===== config.mk =====
export PLATFORM = sky130hd
export DESIGN_NAME = melkman_convex_hull_unit
export DESIGN_NICKNAME = d
export VERILOG_FILES = /design/src/hdl/mch_pkg.sv /design/src/hdl/melkman_convex_hull_unit.sv /design/src/hdl/mch_ram.sv /design/src/hdl/mch_orient.sv
export SDC_FILE = /design/constraint.sdc
export NUM_CORES = 2
export LEC_CHECK = 0
export BUFFER_PORTS_ARGS = -buffer_cell sky130_fd_sc_hd__buf_2
export CORE_MARGIN = 4
export CORE_UTILIZATION = 40
export CTS_CLUSTER_SIZE = 24
export DETAILED_ROUTE_END_ITERATION = 8
export PLACE_DENSITY = 0.59
export REMOVE_ABC_BUFFERS = 1
export SLEW_MARGIN = 5
export SYNTH_ARGS = -nofsm -noshare
export SYNTH_HDL_FRONTEND = slang
export SYNTH_SLANG_ARGS = --single-unit

===== constraint.sdc =====
create_clock -name clk -period 6.8 [get_ports clk]
set_clock_uncertainty 0.05 [all_clocks]
set_input_delay 0.34 -clock clk [delete_from_list [all_inputs] [get_ports clk]]
set_output_delay 0.34 -clock clk [all_outputs]
set_load 0.01 [all_outputs]

===== src/hdl/mch_pkg.sv =====
// ----------------------------------------------------------------------------
// mch_pkg: shared definitions for the Melkman convex hull unit
// Default sizes and the result bundle of the orientation unit.
// ----------------------------------------------------------------------------
`default_nettype none

package mch_pkg;

	localparam int HULL_DEPTH_DEF = 64;
	localparam int COORD_BITS_DEF = 16;

	// result of one left-or-on test
	typedef struct packed {
		logic done;
		logic left;
	} orient_res_t;

endpackage

`default_nettype wire


===== src/hdl/melkman_convex_hull_unit.sv =====
// ----------------------------------------------------------------------------
// melkman_convex_hull_unit: Melkman hull of a simple polyline
// Keeps the hull deque in a circular RAM and runs every end-edge test
// through one shared orientation pipeline under a small sequencer.
// ----------------------------------------------------------------------------
// The first vertex is held, the second builds the deque; each later vertex is
//   tested against both end edges, then skipped or pushed at both ends (not
//   pushed when the store is full), with one more test per popped entry.
// Each end-edge test does two RAM reads on the single read port,
//   then the 3-stage orientation pipeline; tests run one after another.
// Emission: one RAM read per hull vertex, loaded when the output slot is free.
// Reset (arst_n low) empties the deque at once; RAM contents are not cleared.
`default_nettype none

module melkman_convex_hull_unit import mch_pkg::*; #(
	parameter int HULL_DEPTH = HULL_DEPTH_DEF,
	parameter int COORD_BITS = COORD_BITS_DEF
) (
	input  wire logic                         clk,
	input  wire logic                         arst_n,
	// vertex input
	input  wire logic                         in_valid,
	output logic                              in_ready,
	input  wire logic signed [COORD_BITS-1:0] x_coord,
	input  wire logic signed [COORD_BITS-1:0] y_coord,
	input  wire logic                         last_point,
	// hull output
	output logic                              out_valid,
	input  wire logic                         out_ready,
	output logic signed [COORD_BITS-1:0]      hull_x,
	output logic signed [COORD_BITS-1:0]      hull_y,
	output logic                              hull_last,
	output logic                              overflow
);

	localparam int PW = $clog2(HULL_DEPTH);      // deque pointer
	localparam int CW = $clog2(HULL_DEPTH + 1);  // entry count
	localparam int VW = 2 * COORD_BITS;          // packed vertex {x, y}

	typedef enum logic [3:0] {
		ST_IDLE, ST_BUILD0, ST_BUILD1, ST_BUILD2,
		ST_T_RA, ST_T_RB, ST_T_GO, ST_T_WAIT,
		ST_POP_B, ST_POP_F, ST_PUSH_B, ST_PUSH_F,
		ST_FINISH, ST_EM_ONE, ST_EM_RD, ST_EM_LD
	} state_t;

	// which end edge the current test looks at, and why
	typedef enum logic [1:0] {
		MD_CHK_BACK, MD_CHK_FRONT, MD_POP_BACK, MD_POP_FRONT
	} mode_t;

	state_t          state_q;
	mode_t           mode_q;
	logic [1:0]      seen_q;      // 0 none, 1 first vertex held, 2 deque built
	logic [PW-1:0]   front_q, back_q, em_ptr_q;
	logic [CW-1:0]   cnt_q, em_idx_q;
	logic [VW-1:0]   first_q, p_q, a_q;
	logic            last_q, ovf_q, lb_q, lf_q;
	logic            out_valid_q, hull_last_q, overflow_q;
	logic [COORD_BITS-1:0] hull_x_q, hull_y_q;

	logic            back_kind, full, slot_free, em_last, out_load;
	logic [PW-1:0]   addr_a, addr_b, raddr, waddr;
	logic            we;
	logic [VW-1:0]   wdata, rdata;
	orient_res_t     ores;

	function automatic logic [PW-1:0] ptr_inc(input logic [PW-1:0] p);
		return (p == PW'(HULL_DEPTH - 1)) ? '0 : p + 1'b1;
	endfunction

	function automatic logic [PW-1:0] ptr_dec(input logic [PW-1:0] p);
		return (p == '0) ? PW'(HULL_DEPTH - 1) : p - 1'b1;
	endfunction

	// ---- deque store ----
	mch_ram #(
		.WIDTH(VW),
		.DEPTH(HULL_DEPTH)
	) u_store (
		.clk  (clk),
		.we   (we),
		.waddr(waddr),
		.wdata(wdata),
		.raddr(raddr),
		.rdata(rdata)
	);

	// ---- shared orientation unit: a = first read, b = second read, c = vertex ----
	mch_orient #(
		.COORD_BITS(COORD_BITS)
	) u_orient (
		.clk   (clk),
		.arst_n(arst_n),
		.start (state_q == ST_T_GO),
		.ax    (a_q[VW-1:COORD_BITS]),
		.ay    (a_q[COORD_BITS-1:0]),
		.bx    (rdata[VW-1:COORD_BITS]),
		.by    (rdata[COORD_BITS-1:0]),
		.cx    (p_q[VW-1:COORD_BITS]),
		.cy    (p_q[COORD_BITS-1:0]),
		.res   (ores)
	);

	// back edge is back(1)->back(0), front edge is front(0)->front(1)
	assign back_kind = (mode_q == MD_CHK_BACK) || (mode_q == MD_POP_BACK);
	assign addr_a    = back_kind ? ptr_dec(back_q) : front_q;
	assign addr_b    = back_kind ? back_q : ptr_inc(front_q);

	assign full      = ({1'b0, cnt_q} + (CW+1)'(2)) > (CW+1)'(HULL_DEPTH);
	assign slot_free = !out_valid_q || out_ready;
	assign em_last   = ({1'b0, em_idx_q} + 1'b1) == {1'b0, cnt_q};
	// a new output beat goes into the register this cycle
	assign out_load  = slot_free && ((state_q == ST_EM_ONE) || (state_q == ST_EM_LD));

	always_comb begin
		case (state_q)
			ST_T_RA: raddr = addr_a;
			ST_T_RB: raddr = addr_b;
			default: raddr = em_ptr_q;
		endcase
	end

	// deque writes: initial P0,P1,P0, then pushes at both ends
	always_comb begin
		we    = 1'b0;
		waddr = '0;
		wdata = p_q;
		case (state_q)
			ST_BUILD0: begin
				we    = 1'b1;
				waddr = PW'(0);
				wdata = first_q;
			end
			ST_BUILD1: begin
				we    = 1'b1;
				waddr = PW'(1);
			end
			ST_BUILD2: begin
				we    = 1'b1;
				waddr = PW'(2);
				wdata = first_q;
			end
			ST_PUSH_B: begin
				we    = !full;
				waddr = ptr_inc(back_q);
			end
			ST_PUSH_F: begin
				we    = 1'b1;
				waddr = ptr_dec(front_q);
			end
			default: begin
				we    = 1'b0;
			end
		endcase
	end

	// ---- sequencer ----
	always_ff @(posedge clk or negedge arst_n) begin
		if (!arst_n) begin
			state_q     <= ST_IDLE;
			mode_q      <= MD_CHK_BACK;
			seen_q      <= 2'd0;
			front_q     <= '0;
			back_q      <= '0;
			cnt_q       <= '0;
			em_ptr_q    <= '0;
			em_idx_q    <= '0;
			first_q     <= '0;
			p_q         <= '0;
			a_q         <= '0;
			last_q      <= 1'b0;
			ovf_q       <= 1'b0;
			lb_q        <= 1'b0;
			lf_q        <= 1'b0;
			out_valid_q <= 1'b0;
			hull_x_q    <= '0;
			hull_y_q    <= '0;
			hull_last_q <= 1'b0;
			overflow_q  <= 1'b0;
		end else begin
			// output beat taken and nothing new loaded behind it
			if (out_valid_q && out_ready && !out_load) begin
				out_valid_q <= 1'b0;
			end

			case (state_q)
				ST_IDLE: begin
					if (in_valid) begin
						p_q    <= {x_coord, y_coord};
						last_q <= last_point;
						case (seen_q)
							2'd0: begin
								first_q <= {x_coord, y_coord};
								seen_q  <= 2'd1;
								if (last_point) begin
									state_q <= ST_EM_ONE;
								end
							end
							2'd1: begin
								state_q <= ST_BUILD0;
							end
							default: begin
								mode_q  <= MD_CHK_BACK;
								state_q <= ST_T_RA;
							end
						endcase
					end
				end

				ST_BUILD0: state_q <= ST_BUILD1;
				ST_BUILD1: state_q <= ST_BUILD2;
				ST_BUILD2: begin
					front_q <= '0;
					back_q  <= PW'(2);
					cnt_q   <= CW'(3);
					seen_q  <= 2'd2;
					state_q <= ST_FINISH;
				end

				// test: read a, read b, launch, wait for the pipeline
				ST_T_RA: state_q <= ST_T_RB;
				ST_T_RB: begin
					a_q     <= rdata;
					state_q <= ST_T_GO;
				end
				ST_T_GO: state_q <= ST_T_WAIT;
				ST_T_WAIT: begin
					if (ores.done) begin
						case (mode_q)
							MD_CHK_BACK: begin
								lb_q    <= ores.left;
								mode_q  <= MD_CHK_FRONT;
								state_q <= ST_T_RA;
							end
							MD_CHK_FRONT: begin
								lf_q <= ores.left;
								// left of or on both end edges: vertex is skipped
								state_q <= (lb_q && ores.left) ? ST_FINISH : ST_POP_B;
							end
							MD_POP_BACK: begin
								lb_q    <= ores.left;
								state_q <= ST_POP_B;
							end
							MD_POP_FRONT: begin
								lf_q    <= ores.left;
								state_q <= ST_POP_F;
							end
							default: state_q <= ST_IDLE;
						endcase
					end
				end

				// back pops first; front edge is untouched by them
				ST_POP_B: begin
					if (cnt_q >= CW'(3) && !lb_q) begin
						back_q  <= ptr_dec(back_q);
						cnt_q   <= cnt_q - 1'b1;
						mode_q  <= MD_POP_BACK;
						state_q <= ST_T_RA;
					end else begin
						state_q <= ST_POP_F;
					end
				end
				ST_POP_F: begin
					if (cnt_q >= CW'(3) && !lf_q) begin
						front_q <= ptr_inc(front_q);
						cnt_q   <= cnt_q - 1'b1;
						mode_q  <= MD_POP_FRONT;
						state_q <= ST_T_RA;
					end else begin
						state_q <= ST_PUSH_B;
					end
				end

				ST_PUSH_B: begin
					if (full) begin
						ovf_q   <= 1'b1;
						state_q <= ST_FINISH;
					end else begin
						back_q  <= ptr_inc(back_q);
						state_q <= ST_PUSH_F;
					end
				end
				ST_PUSH_F: begin
					front_q <= ptr_dec(front_q);
					cnt_q   <= cnt_q + CW'(2);
					state_q <= ST_FINISH;
				end

				ST_FINISH: begin
					if (last_q) begin
						em_ptr_q <= front_q;
						em_idx_q <= '0;
						state_q  <= ST_EM_RD;
					end else begin
						state_q  <= ST_IDLE;
					end
				end

				// single vertex run: emit it and clear
				ST_EM_ONE: begin
					if (slot_free) begin
						out_valid_q <= 1'b1;
						hull_x_q    <= first_q[VW-1:COORD_BITS];
						hull_y_q    <= first_q[COORD_BITS-1:0];
						hull_last_q <= 1'b1;
						overflow_q  <= ovf_q;
						seen_q      <= 2'd0;
						front_q     <= '0;
						back_q      <= '0;
						cnt_q       <= '0;
						first_q     <= '0;
						ovf_q       <= 1'b0;
						state_q     <= ST_IDLE;
					end
				end

				// deque walk front to back, one RAM read per beat
				ST_EM_RD: state_q <= ST_EM_LD;
				ST_EM_LD: begin
					if (slot_free) begin
						out_valid_q <= 1'b1;
						hull_x_q    <= rdata[VW-1:COORD_BITS];
						hull_y_q    <= rdata[COORD_BITS-1:0];
						hull_last_q <= em_last;
						overflow_q  <= ovf_q;
						if (em_last) begin
							seen_q  <= 2'd0;
							front_q <= '0;
							back_q  <= '0;
							cnt_q   <= '0;
							first_q <= '0;
							ovf_q   <= 1'b0;
							state_q <= ST_IDLE;
						end else begin
							em_idx_q <= em_idx_q + 1'b1;
							em_ptr_q <= ptr_inc(em_ptr_q);
							state_q  <= ST_EM_RD;
						end
					end
				end

				default: state_q <= ST_IDLE;
			endcase
		end
	end

	assign in_ready  = (state_q == ST_IDLE);
	assign out_valid = out_valid_q;
	assign hull_x    = hull_x_q;
	assign hull_y    = hull_y_q;
	assign hull_last = hull_last_q;
	assign overflow  = overflow_q;

	// ---- checks ----
	a_cnt_bound: assert property (@(posedge clk) disable iff (!arst_n)
		cnt_q <= CW'(HULL_DEPTH))
		else $error("deque count above capacity");

	a_cnt_floor: assert property (@(posedge clk) disable iff (!arst_n)
		(seen_q == 2'd2) |-> (cnt_q >= CW'(2)))
		else $error("built deque holds fewer than two entries");

	a_orient_wait: assert property (@(posedge clk) disable iff (!arst_n)
		ores.done |-> (state_q == ST_T_WAIT))
		else $error("orientation result outside wait state");

	a_one_test: assert property (@(posedge clk) disable iff (!arst_n)
		(state_q == ST_T_GO) |=> (state_q == ST_T_WAIT) && !ores.done)
		else $error("orientation launch sequence broken");

endmodule

`default_nettype wire


===== src/hdl/mch_ram.sv =====
// ----------------------------------------------------------------------------
// mch_ram: generic single-write, single-read RAM
// One write port, one read port, read data registered.
// ----------------------------------------------------------------------------
`default_nettype none

module mch_ram #(
	parameter int WIDTH = 32,
	parameter int DEPTH = 64
) (
	input  wire logic                     clk,
	input  wire logic                     we,
	input  wire logic [$clog2(DEPTH)-1:0] waddr,
	input  wire logic [WIDTH-1:0]         wdata,
	input  wire logic [$clog2(DEPTH)-1:0] raddr,
	output logic      [WIDTH-1:0]         rdata
);

	logic [WIDTH-1:0] mem_q [DEPTH];
	logic [WIDTH-1:0] rdata_q;

	always_ff @(posedge clk) begin
		if (we) begin
			mem_q[waddr] <= wdata;
		end
		rdata_q <= mem_q[raddr];
	end

	assign rdata = rdata_q;

endmodule

`default_nettype wire


===== src/hdl/mch_orient.sv =====
// ----------------------------------------------------------------------------
// mch_orient: pipelined left-or-on test
// Three stages: edge differences, cross products, sign of the difference.
// ----------------------------------------------------------------------------
`default_nettype none

module mch_orient import mch_pkg::*; #(
	parameter int COORD_BITS = COORD_BITS_DEF
) (
	input  wire logic                         clk,
	input  wire logic                         arst_n,
	input  wire logic                         start,
	input  wire logic signed [COORD_BITS-1:0] ax,
	input  wire logic signed [COORD_BITS-1:0] ay,
	input  wire logic signed [COORD_BITS-1:0] bx,
	input  wire logic signed [COORD_BITS-1:0] by,
	input  wire logic signed [COORD_BITS-1:0] cx,
	input  wire logic signed [COORD_BITS-1:0] cy,
	output orient_res_t                       res
);

	localparam int DW = COORD_BITS + 1;
	localparam int PWD = 2 * DW;
	localparam int SW = PWD + 1;

	logic              v_s1, v_s2, v_s3;
	logic signed [DW-1:0]  d1x_s1, d1y_s1, d2x_s1, d2y_s1;
	logic signed [PWD-1:0] p1_s2, p2_s2;
	logic                  left_s3;
	logic [SW-1:0]         diff;

	// p1 - p2 >= 0 means c is left of or on a->b
	assign diff = {p1_s2[PWD-1], p1_s2} - {p2_s2[PWD-1], p2_s2};

	always_ff @(posedge clk or negedge arst_n) begin
		if (!arst_n) begin
			v_s1 <= 1'b0;
			v_s2 <= 1'b0;
			v_s3 <= 1'b0;
		end else begin
			v_s1 <= start;
			v_s2 <= v_s1;
			v_s3 <= v_s2;
		end
	end

	always_ff @(posedge clk) begin
		d1x_s1  <= $signed({bx[COORD_BITS-1], bx}) - $signed({ax[COORD_BITS-1], ax});
		d1y_s1  <= $signed({by[COORD_BITS-1], by}) - $signed({ay[COORD_BITS-1], ay});
		d2x_s1  <= $signed({cx[COORD_BITS-1], cx}) - $signed({ax[COORD_BITS-1], ax});
		d2y_s1  <= $signed({cy[COORD_BITS-1], cy}) - $signed({ay[COORD_BITS-1], ay});
		p1_s2   <= d1x_s1 * d2y_s1;
		p2_s2   <= d1y_s1 * d2x_s1;
		left_s3 <= !diff[SW-1];
	end

	assign res = '{done: v_s3, left: left_s3};

endmodule

`default_nettype wire

==> impl_results.md <==
- Status: finished clean
- Post-Syn Area per Cell: roughly 12 µm²
- Die H: 552.5 µm
- Mux contribution to synthesized area: 0.6446%
- WL per Instance: 24.84 µm
- HPWL after DPL: between 200 and 250 mm
- Worst-Skew Late Latency: approximately 890 ps
- Die W: 552.5 µm
- Vias in the first global route: between 70,000 and 80,000
- Final Critical Period: 6496 ps
- P&R area growth vs syn: 13.20%
- CTS Sinks: 2,395
- Final setup violation count: 0
- CTS clk-pin slew, worst paths: around 60 ps
- Post-placement worst setup slack: between 70 and 80 ps
- Clk root buf: clkbuf_16
- CTS max path bufs: 4
- Detail Route Antenna Nets: 0
- Max-cap violations: 0
- Startpoint types: register
- Total grt overflow: 0
- Worst slew pin tran: between 1000 and 1500 ps
- Cells after Synth: approximately 10,000
- Fin. max-slew vios: 0
- Final wirelength: 361.0 mm
- Most used flip-flop cell after synthesis: edfxtp_1
- WP data required: approximately 7500 ps
- Post-synth EDFFs: between 2,000 and 2,500
- Synth Area in Simple Gates: 16.55%
- Mapped Area: 118,600 µm²
- DRT Pass-1 Iters: 6
- Gr usage total: between 20% and 30%
- Crit Path Class: register to register
- Largest family of logic cells by synthesized area: simple AND/OR/NAND/NOR gates
- First-iteration detailed-routing DRC count: roughly 8,500
- Highest Clock Rate: between 150 and 200 MHz
- Post-Synth XOR/XNOR Area: less than 1%
- Die Area: 305,300 µm²
- I/O pin count: 73
- First-pass GRT wire length: roughly 530 mm
- Largest net degree at the start of global routing: 128
- Cts bufs inserted: between 200 and 300
- Ys async rst share: 7.432%
- Hold Path Class: input pin to asynchronous set/reset pin
- Port Buffers: 72
- Layout filler cell count: between 20,000 and 30,000
- Synth cell types: 84
- Worst-path cell chain: buf_4 -> nand2_1 -> fa_1 -> inv_1 -> fa_1 -> fa_1 -> fa_1 -> fa_1 -> inv_1 -> fa_1 -> inv_1 -> ha_1 -> a21o_1 -> a21oi_2 -> o21ai_1 -> a2111oi_2 -> buf_4 -> o31ai_1 -> or4_1 -> a31oi_1 -> o21bai_1 -> xnor2_1
- Initial antenna violation count: 27
- Post-synthesis adder-cell area fraction: a little over an eighth
- Setup Fix Bufs, Post-CTS: 0
- DRC: 0
- Most frequent CP cell: fa_1
- GPL Wtd Cong: approximately 0.88
- Seq/Total Area, Yosys: about three fifths
- Std-Cell Rows: between 150 and 200
- Post-route setup slack: a little over 300 ps
- Worst setup EP type: register
- Synth warn: 0
- Number of nets in the final layout: about 11,000
- H-tree depth: 5
- Tcrit/Tclk final: a little over nine tenths
- Vias after detailed routing: approximately 80,000
- CTS tree: done
- Via density: between 5 and 6
- Layout cells sized above 1: under 10%
- Complex-gate fraction of the synthesized area: under 10%
- Core Region: 294,600 µm²
- Slew margin rel.: between 10% and 20%
- #FFs+latches synth: 2,395
- Crit path DAT: 7150 ps
- CP max stage delay: roughly 580 ps
- Final hold vios: 0
- Worst Path Max Fanout: 8
- Initial core utilization: 40.26%
- Slowest cell on crit path: fa_1
repair_timing:
item,4_1_cts,5_1_grt
gates resized for setup,0,34
hold endpoints to repair,253,0
endpoints found under the setup margin,0,6
hold buffers,36,0
layout make-up:
cell class	count	area (µm²)	area share, %
multi-input cells	6549	44810	33.38
clock inverters	124	1066	0.7941
inverters	737	2766	2.061
clock buffers	335	7081	5.274
flip-flops and latches	2395	69360	51.67
repair buffers	471	4248	3.164
diodes	5	12.51	0.009320
well taps	3919	4903	3.653
sequential cells by signal, indices dropped and copies added (netlist names), 7 cells and up:
| signal | flops |
|---|---|
| u_orient.d2y_s1 | 17 |
| u_orient.d1x_s1 | 17 |
| em_idx_q | 7 |
| hull_y | 16 |
| u_store.rdata | 32 |
| p_q | 32 |
| cnt_q | 7 |
| a_q | 32 |
| u_orient.d1y_s1 | 17 |
| u_orient.p2_s2 | 34 |
| first_q | 32 |
| hull_x | 16 |
| u_orient.d2x_s1 | 17 |
| u_store.mem_q | 2048 |
| u_orient.p1_s2 | 34 |
worst paths after layout:
| kind | start | endpoint | slack (ps) | depth (start not counted) |
|---|---|---|---|---|
| setup / recovery | u_orient.d1x_s1[10]$_DFF_P_ | u_orient.p1_s2[33]$_DFF_P_ | 300 | 22 |
| hold / removal | arst_n | cnt_q[2]$_DFFE_PN0P_ | 10 | 2 |
| setup reg to reg | u_orient.d1x_s1[10]$_DFF_P_ | u_orient.p1_s2[33]$_DFF_P_ | 300 | 22 |
| hold reg to reg | u_orient.v_s2$_DFF_PN0_ | u_orient.v_s3$_DFF_PN0_ | 300 | 0 |
| max in group asynchronous | arst_n | hull_y[9]$_DFFE_PN0P_ | 5490 | 3 |
| min in group clk | y_coord[15] | p_q[15]$_DFFE_PN0P_ | 220 | 3 |
per-layer routing:
layer / track usage [%] / vias to the layer above / routed length, µm
met4: 9.181 / 18 / 16180
met5: 0 / - / 115
met3: 3.648 / 677 / 27300
met2: 38.12 / 3176 / 172300
met1: 30.77 / 40620 / 145100
li1: - / 35900 / -
stage by stage:
stage	hold WS, ps	cells	util [%]	setup TNS, ps	cell area (µm²)
final	13.13	14540	45.58	0	134200
after floorplan	-5.591	9681	-	-413060	116200
after CTS	6.611	14530	45.55	0	134200
after global routing	51.63	14540	45.58	-19.03	134200
after global placement	238.3	14040	42.66	0	125700
after detailed placement	242.9	14040	42.66	0	125700
layout by cell type, fill, tap and decap left out, types with 100 or more instances in the layout:
master,n
xnor2_1,100
and2_1,311
dfrtp_1,178
ha_1,282
nand3_1,1044
a21oi_1,117
and3_1,152
buf_4,299
o21ai_0,200
dfxtp_1,148
a311oi_1,186
inv_1,737
nor2_1,181
fa_1,595
clkbuf_16,270
edfxtp_1,2048
nand2_1,2552
a31oi_1,142
kinds of logic (layout without fill, tap and decap cells):
family	count (synthesis)	in the layout
AND/OR/NAND/NOR	4470	4470
flip-flops	2395	2395
buffers and inverters	1301	1667
AO/OA/AOI/OAI	1004	1004
adder cells (fa/ha/maj)	878	878
XOR/XNOR	130	130
multiplexers	67	67
other	0	5
worst max-delay path, delay by kind of cell (launching register included):
| family | cells | cell delay (ps) |
|---|---|---|
| adder cells (fa/ha/maj) | 7 | 3360 |
| AO/OA/AOI/OAI | 7 | 1220 |
| buffers and inverters | 5 | 570 |
| AND/OR/NAND/NOR | 2 | 530 |
| flip-flops | 1 | 490 |
| XOR/XNOR | 1 | 120 |
Yosys cell counts, types with 25 or more instances:
library cell / n / area (µm²)
nor2b_1: 29 / 181.4
dfrtp_1: 178 / 4454
xor2_1: 29 / 254.0
a31oi_1: 143 / 894.6
mux2_2: 65 / 732.0
edfxtp_1: 2048 / 61500
clkbuf_1: 327 / 1227
buf_2: 160 / 800.8
o21ai_0: 205 / 1026
dfxtp_1: 169 / 3383
nand2_1: 2554 / 9587
a311oi_1: 186 / 1629
buf_1: 64 / 240.2
nand3_1: 1045 / 5230
xnor2_1: 100 / 875.8
o22ai_1: 45 / 281.5
ha_1: 282 / 3528
nor2_1: 251 / 942.2
and2_1: 311 / 1946
nor3_1: 39 / 195.2
fa_1: 596 / 11930
o2111a_1: 32 / 360.4
a32oi_1: 89 / 779.5
and3_1: 152 / 950.9
inv_1: 737 / 2766
a21oi_1: 121 / 605.6
nand2b_1: 25 / 156.4
a21o_1: 31 / 232.7
Power is not shown: default switching activity piles up to over one toggle a cycle in this logic, so the estimate is an artifact.
